`config.mk`:
```
export PLATFORM = sky130hd
export DESIGN_NAME = imu_cs_queue
export DESIGN_NICKNAME = d
export VERILOG_FILES = /design/src/sv/imu_cs_pkg.sv /design/src/sv/imu_cs_queue.sv
export SDC_FILE = /design/constraint.sdc
export NUM_CORES = 1
export LEC_CHECK = 0
export ABC_CLOCK_PERIOD_IN_PS = 6100
export BUFFER_PORTS_ARGS = -buffer_cell sky130_fd_sc_hd__buf_2
export CAP_MARGIN = 0
export CELL_PAD_IN_SITES_DETAIL_PLACEMENT = 0
export CELL_PAD_IN_SITES_GLOBAL_PLACEMENT = 1
export CORE_UTILIZATION = 45
export DETAILED_ROUTE_END_ITERATION = 8
export HOLD_SLACK_MARGIN = 0.15
export PLACE_DENSITY_LB_ADDON = 0.15
export SYNTH_ARGS = -nofsm -noshare
export SYNTH_HDL_FRONTEND = slang
export SYNTH_SLANG_ARGS = --single-unit
```
`constraint.sdc`:
```
create_clock -name clk -period 6.1 [get_ports clk]
set_input_delay 1.22 -clock clk [delete_from_list [all_inputs] [get_ports clk]]
set_output_delay 1.22 -clock clk [all_outputs]
set_load 0.02 [all_outputs]
```
`src/sv/imu_cs_pkg.sv`:
```
package imu_cs_pkg;

  localparam int CALIB_WORDS = 17;
  localparam int IDX_W       = 5;
  localparam int SAMPLE_W    = 16;
  localparam int AXIS_W      = 3;
  localparam int VAL_W       = 32;
  localparam int RES_W       = 17;  // resolution constants up to 65536

  localparam int SX_W    = 34;  // signed sensitivity numerator
  localparam int SXMAG_W = 33;
  localparam int D_W     = 17;  // signed denominator
  localparam int DMAG_W  = 16;
  localparam int M_W     = 19;  // signed bias-removed sample
  localparam int Q_W     = SXMAG_W + 1;
  localparam int R_W     = DMAG_W + 1;
  localparam int QM_W    = Q_W + M_W;
  localparam int RM_W    = R_W + M_W;
  localparam int RMMAG_W = 34;
  localparam int SUM_W   = QM_W + 1;

  localparam logic OP_LOAD   = 1'b0;
  localparam logic OP_SAMPLE = 1'b1;

  localparam logic [AXIS_W-1:0] AXIS_ACC_X     = 3'd0;
  localparam logic [AXIS_W-1:0] AXIS_ACC_Y     = 3'd1;
  localparam logic [AXIS_W-1:0] AXIS_ACC_Z     = 3'd2;
  localparam logic [AXIS_W-1:0] AXIS_GYRO_P    = 3'd3;
  localparam logic [AXIS_W-1:0] AXIS_GYRO_Y    = 3'd4;
  localparam logic [AXIS_W-1:0] AXIS_GYRO_R    = 3'd5;

  localparam int W_BIAS_P    = 0;
  localparam int W_BIAS_Y    = 1;
  localparam int W_BIAS_R    = 2;
  localparam int W_P_PLUS    = 3;
  localparam int W_P_MINUS   = 4;
  localparam int W_Y_PLUS    = 5;
  localparam int W_Y_MINUS   = 6;
  localparam int W_R_PLUS    = 7;
  localparam int W_R_MINUS   = 8;
  localparam int W_SPD_PLUS  = 9;
  localparam int W_SPD_MINUS = 10;
  localparam int W_AX_PLUS   = 11;
  localparam int W_AX_MINUS  = 12;
  localparam int W_AY_PLUS   = 13;
  localparam int W_AY_MINUS  = 14;
  localparam int W_AZ_PLUS   = 15;
  localparam int W_AZ_MINUS  = 16;

  typedef struct packed {
    logic [AXIS_W-1:0]      axis;
    logic signed [SX_W-1:0] sx;
    logic signed [D_W-1:0]  d;
    logic signed [M_W-1:0]  m;
  } job_t;

  typedef struct packed {
    logic signed [M_W-1:0] m;
    logic [AXIS_W-1:0]     axis;
    logic                  err;
    logic                  sx_neg;
    logic                  d_neg;
  } sb1_t;

  typedef struct packed {
    logic signed [QM_W-1:0] qm;
    logic [AXIS_W-1:0]      axis;
    logic                   err;
    logic                   neg;
  } sb2_t;

endpackage

```
`src/sv/imu_cs_queue.sv`:
```
module imu_cs_queue (
  input  logic             clk,
  input  logic             rst_n,
  input  logic             push,
  input  imu_cs_pkg::job_t push_job,
  output logic             push_ready,
  input  logic             pop,
  output logic             pop_valid,
  output imu_cs_pkg::job_t pop_job
);
  import imu_cs_pkg::*;

  job_t       ent_r [2];
  logic       wr_r, rd_r;
  logic [1:0] cnt_r;
  logic       do_pop;

  assign push_ready = cnt_r != 2'd2;
  assign pop_valid  = cnt_r != 2'd0;
  assign pop_job    = ent_r[rd_r];
  assign do_pop     = pop && pop_valid;

  always_ff @(posedge clk) begin
    if (!rst_n) begin
      wr_r  <= 1'b0;
      rd_r  <= 1'b0;
      cnt_r <= 2'd0;
    end else begin
      if (push) wr_r <= ~wr_r;
      if (do_pop) rd_r <= ~rd_r;
      cnt_r <= cnt_r + {1'b0, push} - {1'b0, do_pop};
    end
  end

  always_ff @(posedge clk) begin
    if (push) ent_r[wr_r] <= push_job;
  end

endmodule

```
; ---- Word-level counts from Yosys, hierarchy flattened
; Memories as Yosys holds them, arrays and structs flattened. A register that Yosys moved wholly into a read port is not among the register bits.
; Cells that the tools add are included.
[classes]
n_div = 0
n_shift = 0
reduce_logical = 2
magnitude_cmp = 0
eq_ne = 1
bitwise = 2
n_mul = 0
n_addsub = 2
n_mux = 4
[op_table]
columns = operator, n
row1 = $mux W1, 4
row2 = $add A2 B1 Y2, 1
row3 = $ne A2 B2 Y1 const B, 1
row4 = $not A1 Y1, 2
row5 = $reduce_bool A2 Y1, 1
row6 = $sub A2 B1 Y2, 1
row7 = $logic_and A1 B1 Y1, 1
[word_totals]
memories = 1
mem_bits_ro = 0
mem_bits_rw = 146
latchBits = 0
regBits = 4
elab_cells = 15
[mem_list]
columns = name, words, width, read_ports, rd_clocked_by_memory_dff, write_ports, line
row1 = ent_r, 2, 73, 1, 1, 1, imu_cs_queue.sv:13  ; job_t ent_r [2];

; ---- Longest topological paths before layout
[logic_depth]
word_depth = 4
mapped_depth = 6
depth_no_buf = 6

; ---- Least setup slack after synthesis
; Ideal clock, no wire load.
[synth_timing]
path_type = input to register
startpoint = in push
endpoint = mem ent_r[0][0] (netlist bit) (enable)
slack_ns = 1.136
setup_time_ns = 0.514
cell_stages = 1
t_arrival_ns = 4.450
required_time_ns = 5.586
cell_sequence = nor2b_1
[synth_between]
elab_chain_cells = 2
[synth_lines]
columns = item, line
row1 = from (decl), imu_cs_queue.sv:4  ; input logic push,
row2 = $mux W1, imu_cs_queue.sv:36  ; if (push) ent_r[wr_r] <= push_job;
row3 = $mux W1 (implied by the code), imu_cs_queue.sv:36
row4 = to (decl), imu_cs_queue.sv:13
; Every way passes these cells.

==> summary.md <==
## Detailed routing
* 9423 microns — Total Routed Length
* 15.73 microns — average wire length per cell after detail routing
* 0 — number of remaining DRC errors
* 0 — number of nets with antenna violations after detailed routing
* 203 — Iter 0 DRT Violations
* 4.628 — Vias/cell
* 4 — iteration count of the initial detailed-routing pass
* 2772 — vias post-DR

## GRT
* 74 — maximum number of pins on one net before global-route repair
* 1 — number of antenna violations at the first check in global routing
* 2725 — vias in the first global route
* 13850 microns — first-pass GRT wire length
* 14.59% — gr usage total
* 0 — Remaining Overflow, GRT

## CTS
* 0 — post-CTS setup buffers
* 2 — maximum clock path buffer count
* 0.05 ns — Clock transition at path regs
* 17 — clock buffer count from CTS
* 151 — Num Clock Sinks
* 0 — post_cts resized
* 0 — count of hold-fix buffers inserted at cts
* sky130_fd_sc_hd__clkbuf_16 — cell chosen for the clock root
* yes — clock tree from TritonCTS
* 4 — H-tree levels
* 0.41 ns — clock latency of the later-clocked register in the worst-skew pair

## Floorplanning
* 116.1 microns — floorplan die width
* 0.01349 sq mm — Total Die Area
* 41 — Rows
* 152 — I/O Pins
* 46.26% — initial core utilization
* 0.01267 sq mm — core area
* 116.1 microns — die height

## Synthesis
* 23.45 sq um — Synth Area per Inst
* sky130_fd_sc_hd__edfxtp_1 (146), sky130_fd_sc_hd__mux2_4 (70), sky130_fd_sc_hd__buf_12 (7), sky130_fd_sc_hd__dfxtp_1 (5) — top cell types by occurrence after synthesis
* 0 — YS warnings
* 146 — number of flops mapped to enable cells by yosys
* sky130_fd_sc_hd__edfxtp_1 (75%), sky130_fd_sc_hd__mux2_4 (18%), sky130_fd_sc_hd__buf_12 (2.4%), sky130_fd_sc_hd__dfxtp_1 (1.7%), sky130_fd_sc_hd__mux2_2 (0.58%) — largest cells by area after synthesis
* 151 — synthesis-stage register bit count
* 16 — number of distinct library cell variants in the gate-level netlist after synthesis
* 329 — Synth Net Count
* sky130_fd_sc_hd__edfxtp_1 — leading area contributor after synthesis
* 0.005862 sq mm — Netlist Area Pre-Place
* 250 — number of instances in the synthesized netlist
* 76.50% — sequential area share after synthesis
* sky130_fd_sc_hd__edfxtp_1 — leading register cell type out of synthesis
* 0% — proportion of synthesized flip-flops having asynchronous set or reset
* 74.79% — share of the synthesized area in the top cell type
* sky130_fd_sc_hd__edfxtp_1 — most common cell in the synthesized netlist

## Placement
* 0.6667 — routability congestion estimate
* 0.006710 sq mm — instance area after placement
* 567 — DP Cell Count
* 5935 microns — sum of net half-perimeters after detailed placement
* 2.796 ns — Place WS
* 151 — PortBufs

## Setup path
* 2 — CP Buf/Inv Count
* primary output — Critical Path End Type
* buf_4 > mux2_4 > buf_2 — cells along the critical path
* 2.45 ns — arrival time at the worst endpoint
* flip-flop to primary output — Setup Crit Path Kind
* 43 — Max FO, Critical Path
* sky130_fd_sc_hd__dfxtp_4 — Slowest-stage cell, CP
* 4.88 ns — critical path data required time
* flip-flops — CP top delay family
* flip-flop — startpoint kind of the worst setup timing path
* 0.88 ns — CP max stage delay

## Layout
* 493 — Layout Nets
* 0.001229 sq mm — Multi-input gate area
* 972 — # fillers
* 599 — Cell Count, Final, Fillers Out
* 58.03% — final core occ
* 0 — Ant. Diodes
* 25.44% — Area growth syn-to-layout
* 59.95% — proportion of layout cells with a drive suffix above 1
* 0.004488 sq mm — Register Area
* 0.007353 sq mm — final design instance area without fill

## Timing
* 0.2722 GHz — Max Freq
* 1.092 ns — transition at the pin with the smallest max-transition slack
* 0.002393 ns — clock tree skew after final layout
* 0 — number of failing setup endpoints in the final timing report
* 0 — hold violation total from the final report
* 3.674 ns — final critical delay including setup and external delays
* no — unrepaired setup endpoints after global routing
* 0 — number of pins exceeding their max-slew limit in the final report
* 27.08% — Max transition margin
* 60.22% — Period Utilization, post-route
* 2.426 ns — final worst slack
* 0 ns — Setup TNS
* 0.4647 ns — worst hold margin

## Pwr
* 0.0002027 V — largest voltage drop on the vdd net
* 2.920 nW — standby leakage power
* 3.004 mW — Overall Power
* 408.5 mW/mm^2 — pwr/cell area

## Status
* finished, final reports clean — outcome

## Min path
* flip-flop to flip-flop — worst min-delay path class

## Flow run
* 0 — number of max-cap violations

tightest hold or removal path: cells and delay by family (launching register included):
kind / cells / cell delay [ns]
simple gates: 1 / 0.06
mux: 1 / 0.06
flops: 1 / 0.30
registers in the layout (all words and copies together) (netlist names), named ones only:
| signal | count |
|---|---|
| cnt_r | 2 |
| ent_r | 146 |
| rd_r | 1 |
| wr_r | 1 |
path summary, 6_finish.rpt:
| kind | startpoint | to | slack [ns] | depth (start not counted) |
|---|---|---|---|---|
| hold / removal | rd_r | flip-flop | 0.46 | 2 |
| setup / recovery | flip-flop | pop_job[26] | 2.43 | 3 |
| setup reg to reg | wr_r | ent_r[0][60] | 3.90 | 2 |
| hold reg to reg | rd_r | flip-flop | 0.46 | 2 |
where the power goes:
group | switching, mW | leakage (nW) | internal, mW
clock network | 0.373 | 0.314 | 0.762
registers | 0.0642 | 1.41 | 1.21
logic | 0.294 | 1.19 | 0.303
area by class of cell:
type	instances	share of cell area, %
flip-flops and latches	151	61.03
inverters	2	0.1021
clock inverters	11	2.757
clock buffers	21	5.989
well taps	172	2.927
multi-input cells	89	16.71
repair buffers	153	10.48
cell families after synthesis:
| logic type | after synthesis | synth area share (%) |
|---|---|---|
| flops | 151 | 76.50 |
| simple gates | 9 | 0.8753 |
| xor+xnor | 1 | 0.3842 |
| compound gates | 2 | 0.2561 |
| buf+inv | 10 | 2.711 |
| mux | 75 | 18.85 |
| fa+ha+maj | 2 | 0.4268 |
placed cells by master, fill, tap and decap left out, types with 2 or more instances in the layout:
cell type                   synthesis  layout
sky130_fd_sc_hd__clkinv_1           0       2
sky130_fd_sc_hd__mux2_4            70      70
sky130_fd_sc_hd__dfxtp_1            5       4
sky130_fd_sc_hd__mux2_2             3       3
sky130_fd_sc_hd__o21a_1             2       2
sky130_fd_sc_hd__bufinv_16          0       6
sky130_fd_sc_hd__inv_1              2       2
sky130_fd_sc_hd__clkinv_2           0       3
sky130_fd_sc_hd__buf_4              0       2
sky130_fd_sc_hd__ha_1               2       2
sky130_fd_sc_hd__edfxtp_1         146     146
sky130_fd_sc_hd__buf_2              0     151
sky130_fd_sc_hd__nor2b_1            3       2
sky130_fd_sc_hd__nand2_1            2       2
sky130_fd_sc_hd__clkbuf_16          0      17
sky130_fd_sc_hd__clkbuf_1           0       4
sky130_fd_sc_hd__mux2i_1            2       2
per-layer routing:
layer | up-vias | track usage, % | wire [microns]
li1 | 1315 | - | -
met1 | 1340 | 16.75 | 3935
met2 | 100 | 23.77 | 4683
met3 | 15 | 5.605 | 619
met4 | 2 | 7.692 | 172
met5 | - | 0 | 12
Note: power is estimated with default switching activity, not from simulation.
