### src/sv/imu_cs_pkg.sv
package imu_cs_pkg;

  localparam int CALIB_WORDS = 17;
  localparam int IDX_W       = 5;
  localparam int SAMPLE_W    = 16;
  localparam int AXIS_W      = 3;
  localparam int VAL_W       = 32;
  localparam int RES_W       = 17;  // resolution constants up to 65536

  localparam int SX_W    = 34;  // signed sensitivity numerator
  localparam int SXMAG_W = 33;
  localparam int D_W     = 17;  // signed denominator
  localparam int DMAG_W  = 16;
  localparam int M_W     = 19;  // signed bias-removed sample
  localparam int Q_W     = SXMAG_W + 1;
  localparam int R_W     = DMAG_W + 1;
  localparam int QM_W    = Q_W + M_W;
  localparam int RM_W    = R_W + M_W;
  localparam int RMMAG_W = 34;
  localparam int SUM_W   = QM_W + 1;

  localparam logic OP_LOAD   = 1'b0;
  localparam logic OP_SAMPLE = 1'b1;

  localparam logic [AXIS_W-1:0] AXIS_ACC_X     = 3'd0;
  localparam logic [AXIS_W-1:0] AXIS_ACC_Y     = 3'd1;
  localparam logic [AXIS_W-1:0] AXIS_ACC_Z     = 3'd2;
  localparam logic [AXIS_W-1:0] AXIS_GYRO_P    = 3'd3;
  localparam logic [AXIS_W-1:0] AXIS_GYRO_Y    = 3'd4;
  localparam logic [AXIS_W-1:0] AXIS_GYRO_R    = 3'd5;

  localparam int W_BIAS_P    = 0;
  localparam int W_BIAS_Y    = 1;
  localparam int W_BIAS_R    = 2;
  localparam int W_P_PLUS    = 3;
  localparam int W_P_MINUS   = 4;
  localparam int W_Y_PLUS    = 5;
  localparam int W_Y_MINUS   = 6;
  localparam int W_R_PLUS    = 7;
  localparam int W_R_MINUS   = 8;
  localparam int W_SPD_PLUS  = 9;
  localparam int W_SPD_MINUS = 10;
  localparam int W_AX_PLUS   = 11;
  localparam int W_AX_MINUS  = 12;
  localparam int W_AY_PLUS   = 13;
  localparam int W_AY_MINUS  = 14;
  localparam int W_AZ_PLUS   = 15;
  localparam int W_AZ_MINUS  = 16;

  typedef struct packed {
    logic [AXIS_W-1:0]      axis;
    logic signed [SX_W-1:0] sx;
    logic signed [D_W-1:0]  d;
    logic signed [M_W-1:0]  m;
  } job_t;

  typedef struct packed {
    logic signed [M_W-1:0] m;
    logic [AXIS_W-1:0]     axis;
    logic                  err;
    logic                  sx_neg;
    logic                  d_neg;
  } sb1_t;

  typedef struct packed {
    logic signed [QM_W-1:0] qm;
    logic [AXIS_W-1:0]      axis;
    logic                   err;
    logic                   neg;
  } sb2_t;

endpackage

### src/sv/imu_cs_if.sv
interface imu_cs_in_if;
  import imu_cs_pkg::*;
  logic                       valid;
  logic                       ready;
  logic                       operation;
  logic [IDX_W-1:0]           calib_index;
  logic signed [SAMPLE_W-1:0] calib_value;
  logic [AXIS_W-1:0]          axis;
  logic signed [SAMPLE_W-1:0] raw_sample;

  modport source (output valid, operation, calib_index, calib_value, axis, raw_sample,
                  input ready);
  modport sink (input valid, operation, calib_index, calib_value, axis, raw_sample,
                output ready);
endinterface


### src/sv/imu_cs_front.sv
module imu_cs_front #(
  parameter int GYRO_RES_PER_DEG = 1024,
  parameter int ACCEL_RES_PER_G  = 8192
) (
  input  logic               clk,
  imu_cs_in_if.sink          in_ch,
  input  logic               q_ready,
  output logic               q_push,
  output imu_cs_pkg::job_t   q_job
);
  import imu_cs_pkg::*;

  localparam logic [RES_W-1:0] GYRO_K = RES_W'(GYRO_RES_PER_DEG);
  localparam logic [SX_W-1:0]  ACC_SX = SX_W'(2 * ACCEL_RES_PER_G);

  logic signed [SAMPLE_W-1:0] words_r [CALIB_WORDS];
  logic                       accept;
  logic                       is_acc;
  logic signed [SAMPLE_W-1:0] plus, minus, gbias;
  logic signed [D_W-1:0]      range, rsum, half, spd;
  logic signed [M_W-1:0]      bias;
  logic signed [RES_W:0]      gk;
  logic signed [D_W+RES_W:0]  gprod;

  assign in_ch.ready = q_ready;
  assign accept      = in_ch.valid && q_ready;

  // Store loads; indexes past the last word drop silently.
  always_ff @(posedge clk) begin
    if (accept && in_ch.operation == OP_LOAD && in_ch.calib_index < IDX_W'(CALIB_WORDS)) begin
      words_r[in_ch.calib_index] <= in_ch.calib_value;
    end
  end

  always_comb begin
    plus  = '0;
    minus = '0;
    gbias = '0;
    unique case (in_ch.axis)
      AXIS_ACC_X:  begin plus = words_r[W_AX_PLUS]; minus = words_r[W_AX_MINUS]; end
      AXIS_ACC_Y:  begin plus = words_r[W_AY_PLUS]; minus = words_r[W_AY_MINUS]; end
      AXIS_ACC_Z:  begin plus = words_r[W_AZ_PLUS]; minus = words_r[W_AZ_MINUS]; end
      AXIS_GYRO_P: begin
        plus = words_r[W_P_PLUS]; minus = words_r[W_P_MINUS]; gbias = words_r[W_BIAS_P];
      end
      AXIS_GYRO_Y: begin
        plus = words_r[W_Y_PLUS]; minus = words_r[W_Y_MINUS]; gbias = words_r[W_BIAS_Y];
      end
      AXIS_GYRO_R: begin
        plus = words_r[W_R_PLUS]; minus = words_r[W_R_MINUS]; gbias = words_r[W_BIAS_R];
      end
      default: ;
    endcase
  end

  always_comb begin
    is_acc = in_ch.axis <= AXIS_ACC_Z;
    range  = {plus[SAMPLE_W-1], plus} - {minus[SAMPLE_W-1], minus};
    // halve toward zero
    rsum   = range + {{(D_W-1){1'b0}}, range[D_W-1]};
    half   = {rsum[D_W-1], rsum[D_W-1:1]};
    if (is_acc) begin
      bias = M_W'(plus) - M_W'(half);
    end else begin
      bias = M_W'(gbias);
    end
    spd   = {words_r[W_SPD_PLUS][SAMPLE_W-1], words_r[W_SPD_PLUS]} +
            {words_r[W_SPD_MINUS][SAMPLE_W-1], words_r[W_SPD_MINUS]};
    gk    = {1'b0, GYRO_K};
    gprod = spd * gk;
  end

  assign q_push   = accept && in_ch.operation == OP_SAMPLE && in_ch.axis <= AXIS_GYRO_R;
  assign q_job.axis = in_ch.axis;
  assign q_job.sx   = is_acc ? $signed(ACC_SX) : gprod[SX_W-1:0];
  assign q_job.d    = range;
  assign q_job.m    = M_W'(in_ch.raw_sample) - bias;

endmodule

### src/flat_wrapper.sv
// flat-port wrapper written by rule: the top's interface ports become plain ports
module imu_cs_front_flat import imu_cs_pkg::*;
#(
  parameter int GYRO_RES_PER_DEG = 1024,
  parameter int ACCEL_RES_PER_G  = 8192
)
  (clk, q_ready, q_push, q_job, in_ch_valid, in_ch_operation, in_ch_calib_index, in_ch_calib_value, in_ch_axis, in_ch_raw_sample, in_ch_ready);
  imu_cs_in_if in_ch_i ();
  input  logic clk;
  input  logic q_ready;
  output logic q_push;
  output imu_cs_pkg::job_t q_job;
  input wire logic [$bits(in_ch_i.valid)-1:0] in_ch_valid;
  input wire logic [$bits(in_ch_i.operation)-1:0] in_ch_operation;
  input wire logic [$bits(in_ch_i.calib_index)-1:0] in_ch_calib_index;
  input wire logic [$bits(in_ch_i.calib_value)-1:0] in_ch_calib_value;
  input wire logic [$bits(in_ch_i.axis)-1:0] in_ch_axis;
  input wire logic [$bits(in_ch_i.raw_sample)-1:0] in_ch_raw_sample;
  output wire logic [$bits(in_ch_i.ready)-1:0] in_ch_ready;
  assign in_ch_i.valid = in_ch_valid;
  assign in_ch_i.operation = in_ch_operation;
  assign in_ch_i.calib_index = in_ch_calib_index;
  assign in_ch_i.calib_value = in_ch_calib_value;
  assign in_ch_i.axis = in_ch_axis;
  assign in_ch_i.raw_sample = in_ch_raw_sample;
  assign in_ch_ready = in_ch_i.ready;
  imu_cs_front #(.GYRO_RES_PER_DEG(GYRO_RES_PER_DEG), .ACCEL_RES_PER_G(ACCEL_RES_PER_G)) u_core (.clk(clk), .in_ch(in_ch_i), .q_ready(q_ready), .q_push(q_push), .q_job(q_job));
endmodule
### config.mk
export PLATFORM = sky130hd
export DESIGN_NAME = imu_cs_front_flat
export DESIGN_NICKNAME = d
export VERILOG_FILES = /design/src/sv/imu_cs_pkg.sv /design/src/sv/imu_cs_if.sv /design/src/sv/imu_cs_front.sv /design/src/flat_wrapper.sv
export SDC_FILE = /design/constraint.sdc
export NUM_CORES = 1
export LEC_CHECK = 0
export ABC_CLOCK_PERIOD_IN_PS = 15500
export BUFFER_PORTS_ARGS = -buffer_cell sky130_fd_sc_hd__buf_4
export CORE_UTILIZATION = 60
export DETAILED_ROUTE_END_ITERATION = 10
export HOLD_SLACK_MARGIN = 0.15
export PLACE_DENSITY_LB_ADDON = 0.25
export SLEW_MARGIN = 10
export SYNTH_ARGS = -nofsm -noshare
export SYNTH_HDL_FRONTEND = slang
export SYNTH_SLANG_ARGS = --single-unit
### constraint.sdc
create_clock -name clk -period 15.5 [get_ports clk]
set_input_delay 3.1 -clock clk [delete_from_list [all_inputs] [get_ports clk]]
set_output_delay 3.1 -clock clk [all_outputs]
set_load 0.005 [all_outputs]
== Word-level counts from Yosys, hierarchy flattened ==
Memories as Yosys holds them, arrays and structs flattened.
Cells that the tools add are included.

* Add/sub/neg operators: 5
* Magnitude comparators: 3
* Equality and inequality tests: 5
* Muxes and demuxes: 7
* Bitwise operators: 1
* Reduce and logical (&&, ||, !) cells: 6

{| class="wikitable"
|+ Operator list
! kind !! number
|-
| $pmux 16 s6 || 2
|-
| $pmux 16 s3 || 1
|-
| $mux 34 || 1
|-
| $sub 16x16->17 || 2
|-
| $mux 19 || 1
|-
| $sub 16x19->19 || 1
|-
| $add 16x16->17 || 1
|-
| $add 17x1->17 || 1
|-
| $eq 3x2->1 const B || 2
|-
| $eq 3x3->1 const B || 2
|-
| $logic_and 1x1->1 || 5
|-
| $lt 5x5->1 const B || 1
|-
| $eq 3x1->1 const B || 1
|-
| $le 3x2->1 const B || 1
|-
| $le 3x3->1 const B || 1
|-
| $logic_not 3->1 || 1
|-
| $mux 1 || 2
|-
| $not 1->1 || 1
|}

* Flip-flop bits (word level): 0
* Memory bits (writable): 272
* Bits of input ports: 44
* Output and inout bits: 75
* Word-level logic and storage cells: 28
* Memories: 1

{| class="wikitable"
|+ Memory list
! name !! words !! width !! rd ports !! clocked after Yosys merged registers in !! write ports !! RTL line !! source
|-
| u_core.words_r || 17 || 16 || 17 || 0 || 1 || imu_cs_front.sv:16 || <nowiki>logic signed [SAMPLE_W-1:0] words_r [CALIB_WORDS];</nowiki>
|}

== Logic depth before layout (Yosys ltp) ==
* Depth after elaboration: 7
* Depth in mapped cells: 37
* Gate-level depth less buffers: 33

== Least setup slack after synthesis ==
No wires, ideal clock.

* Path kind: input port to output port
* Start: in in_ch_axis[0]
* End: out q_job[15] in the netlist's numbering
* Data arrival time: 10,165 ps
* Required time: 12,400 ps
* Path slack: 2,235 ps
* Stages on the path: 34
* Path buffers: 4
* Cells stage by stage: buf_6 -> buf_2 -> clkinv_1 -> nor3_1 -> clkbuf_1 -> buf_1 -> a22oi_1 -> nand3_1 -> ha_1 -> a21o_1 -> a31o_2 -> a221oi_1 -> o31a_1 -> o21ai_0 -> nor2b_1 -> ha_1 -> xnor2_1 -> ha_1 -> a21oi_1 -> inv_1 -> maj3_1 -> xnor2_1 -> nand3_1 -> o2111ai_1 -> ha_1 -> a21boi_0 -> o21ai_0 -> a21boi_0 -> o21ai_0 -> a21boi_0 -> o21ai_0 -> a2111o_1 -> a211o_1 -> o311ai_0

{| class="wikitable"
|+ RTL lines
! element !! RTL line !! source
|-
| from (decl) || flat_wrapper.sv:17 || <nowiki>input wire logic [$bits(in_ch_i.axis)-1:0] in_ch_axis;</nowiki>
|-
| to (decl) || flat_wrapper.sv:12 || <nowiki>output imu_cs_pkg::job_t q_job;</nowiki>
|}

==> reports/metrics.csv <==
metric,value,unit
synth_flop_cell,edfxtp_1,
die_x,152.3,um
via_count,9196,
nets,1262,
ys_async_sr_fraction,0,
tns,0,ns
finalWorstSetupSlack,1.398,ns
area_growth,14.64,%
grt_overflow,0,
tightestPinTransition,1.017,ns
holdBufCountCts,0,
crit_path_frequent_cell,o21ai_0,
crit_end,q_job[15],
drive_gt1_frac,0.1866,
grt_start_max_net_pins,36,
yosysWarnings,0,
die_h,152.3,um
hp-class,in2reg,
seq_area_frac_synth,0.6024,
synth_edf_count,272,
maxSlewHeadroom,0.3211,
cts_root_buf,clkbuf_16,
p_int,1415,uW
port_buffers,108,
reg_top3,u_core.words_r x272,
clkTransAtPathRegs,0.06,ns
hold_slack,2.921,ns
power_leakage,0.005653,uW
setup_viol_count_final,0,
netlist_instances,1036,
cts_buffers,26,
drtIter0Drc,941,
ys_seq_elements,272,
startpoint_type,input port,
core_area,21960,sq um
critical-path-top-delay-family,compound AO/OA/AOI/OAI gates,
status,"finished, violations left",
clock-sinks,272,
drc_errors,11,
htreeDepth,1,
drv_cap,0,
final.fill_count,1503,
ir_drop,0.0001151,V
num_rows,54,
cp-end-kind,primary output,
gp_congestion,0.9229,
cts_buffer_depth,3,
crit_fanout,35,
largest_reg_flops,272,
regMostFlops,u_core.words_r,
drt-vias-per-instance,6.351,
start_util,0.6174,
max_stage_delay,0.54,ns
critPathLaunch,in_ch_axis[0],
finish.utilization,0.7078,
syn_area,13560,sq um
combPwrFrac,0.271,
postSynthAreaPerCell,13.09,sq um
die_area,23200,sq um
first_pass_iters,8,
cp.arrival,11.00,ns
cts_resized,0,
p_switching,564.1,uW
max_clock_freq,70.91,MHz
path_class,in2out,
final-hold-violation-count,0,
finalCriticalPeriod,14.10,ns
power,1979,uW
crit_required,12.40,ns
ios,119,
p_sw_frac,0.2851,
drt_wl_total,33050,um
fin_crit_sh,0.9098,
cts_tree,built,
grt_setup_unrepaired,no,
critPathSlowestCell,a221oi_1,
power_density,127.3,nW/um^2
cp.depth,32,
clkPwrFrac,0.318,
grt_pass1_vias,8878,
violations,design-rule violations,
grt_pass1_wl,50500,um
grtUsageTotal,0.2872,
path_buf_inv,5,
num_antenna_cells,0,
power.share.sequential,0.411,
antenna_found_initial,0,
dp_slack,1.478,ns
ant_nets,0,
wl_per_cell,22.82,um
drv_slew,0,
hpwl,21950,um
synth.distinct_cells,76,
cts_setup_buffers,0,
## worst min path at each step
stage	depth (start not counted)	slack (ns)	from	end
after global routing	1	2.92	in_ch_calib_value[4]	u_core.words_r[16][4]
after detailed placement	1	3.45	in_ch_calib_value[3]	u_core.words_r[10][3]
after global placement	1	3.44	in_ch_calib_value[2]	u_core.words_r[9][2]
after CTS	1	2.91	in_ch_calib_value[3]	u_core.words_r[2][3]
after floorplan	0	3.20	in_ch_calib_value[0]	u_core.words_r[0][0]
final	1	2.92	in_ch_calib_value[4]	u_core.words_r[9][4]
## power groups by stage
| stage | Clock, uW | Combinational, uW | Sequential (uW) |
|---|---|---|---|
| after CTS | 634 | 534 | 812 |
| final | 629 | 537 | 812 |
| after global placement | 0 | 524 | 828 |
| after floorplan | 0 | 345 | 828 |
| after detailed placement | 0 | 530 | 828 |
| after global routing | 664 | 587 | 812 |
## cell families (layout without fill, tap and decap cells)
kind of cell    Yosys count  count (layout)  share of synthesized area
compound gates          273             273                     0.1493
flops                   272             272                     0.6024
simple gates            246             246                    0.08970
buf+inv                  91             214                    0.03230
fa+ha+maj                71              71                    0.06737
xor+xnor                 59              59                    0.04033
mux                      23              23                    0.01827
other cells               1              10                  0.0002766
## through the flow
step                      area (sq um)  cells
after floorplan                  13590   1045
after global placement           14690   1402
after detailed placement         14690   1402
after CTS                        15540   1448
after global routing             15540   1448
final                            15540   1448
## layer usage
layer	vias to the layer above	track usage	part of all wire
met5	-	0	0
met4	0	0.1001	0.026
met3	43	0.05205	0.095
met2	495	0.4626	0.47
met1	4410	0.3954	0.41
li1	4248	-	-
## synth_stat cells, drive strengths merged, types with 4 or more instances
master,number,area (sq um)
nand3,30,150.1
a211o,4,35.03
ha,64,800.8
nor2,66,247.7
fa,4,80.08
buf,30,209.0
and3,10,62.56
a21o,12,90.09
edfxtp,272,8168
a221o,15,150.1
a21boi,7,52.55
xnor2,39,364.1
a31oi,10,62.56
inv,37,138.9
o221ai,4,41.29
nand4,4,31.28
and2,9,56.30
o2111ai,5,43.79
clkbuf,23,86.33
or3,7,43.79
nand3b,6,45.04
a21oi,47,235.2
nor2b,13,81.33
nor3,22,110.1
mux2,11,127.6
o21bai,8,60.06
nand2b,9,56.30
a221oi,18,175.2
a22o,13,113.9
a222oi,6,60.06
xor2,20,182.7
o211ai,9,67.56
nand2,58,217.7
o21ai,43,237.7
a22oi,50,380.4
mux2i,12,120.1
## cell type report
| type | instances | area (sq um) | share of cell area |
|---|---|---|---|
| inverters | 38 | 142.6 | 0.009177 |
| clock inverters | 16 | 162.7 | 0.01047 |
| clock buffers | 30 | 686.9 | 0.04420 |
| repair buffers | 130 | 988.4 | 0.06360 |
| well taps | 280 | 350.3 | 0.02254 |
| flip-flops and latches | 272 | 8168 | 0.5255 |
| multi-input cells | 682 | 5044 | 0.3245 |
## cell usage in the layout, fill, tap and decap left out, types with 10 or more instances in the layout
cell,n
xnor2_1,36
nand2_1,58
and3_1,10
a22o_1,13
xor2_1,19
edfxtp_1,272
nor2b_1,13
a221o_1,15
a221oi_1,17
inv_1,36
a22oi_1,49
nand3_1,30
mux2i_1,12
buf_4,129
mux2_2,10
nor3_1,15
o21ai_0,36
a31oi_1,10
clkbuf_16,27
a21oi_1,46
ha_1,64
nor2_1,61
a21o_1,12
conb_1,10
Note: power is estimated with default switching activity, not from simulation.
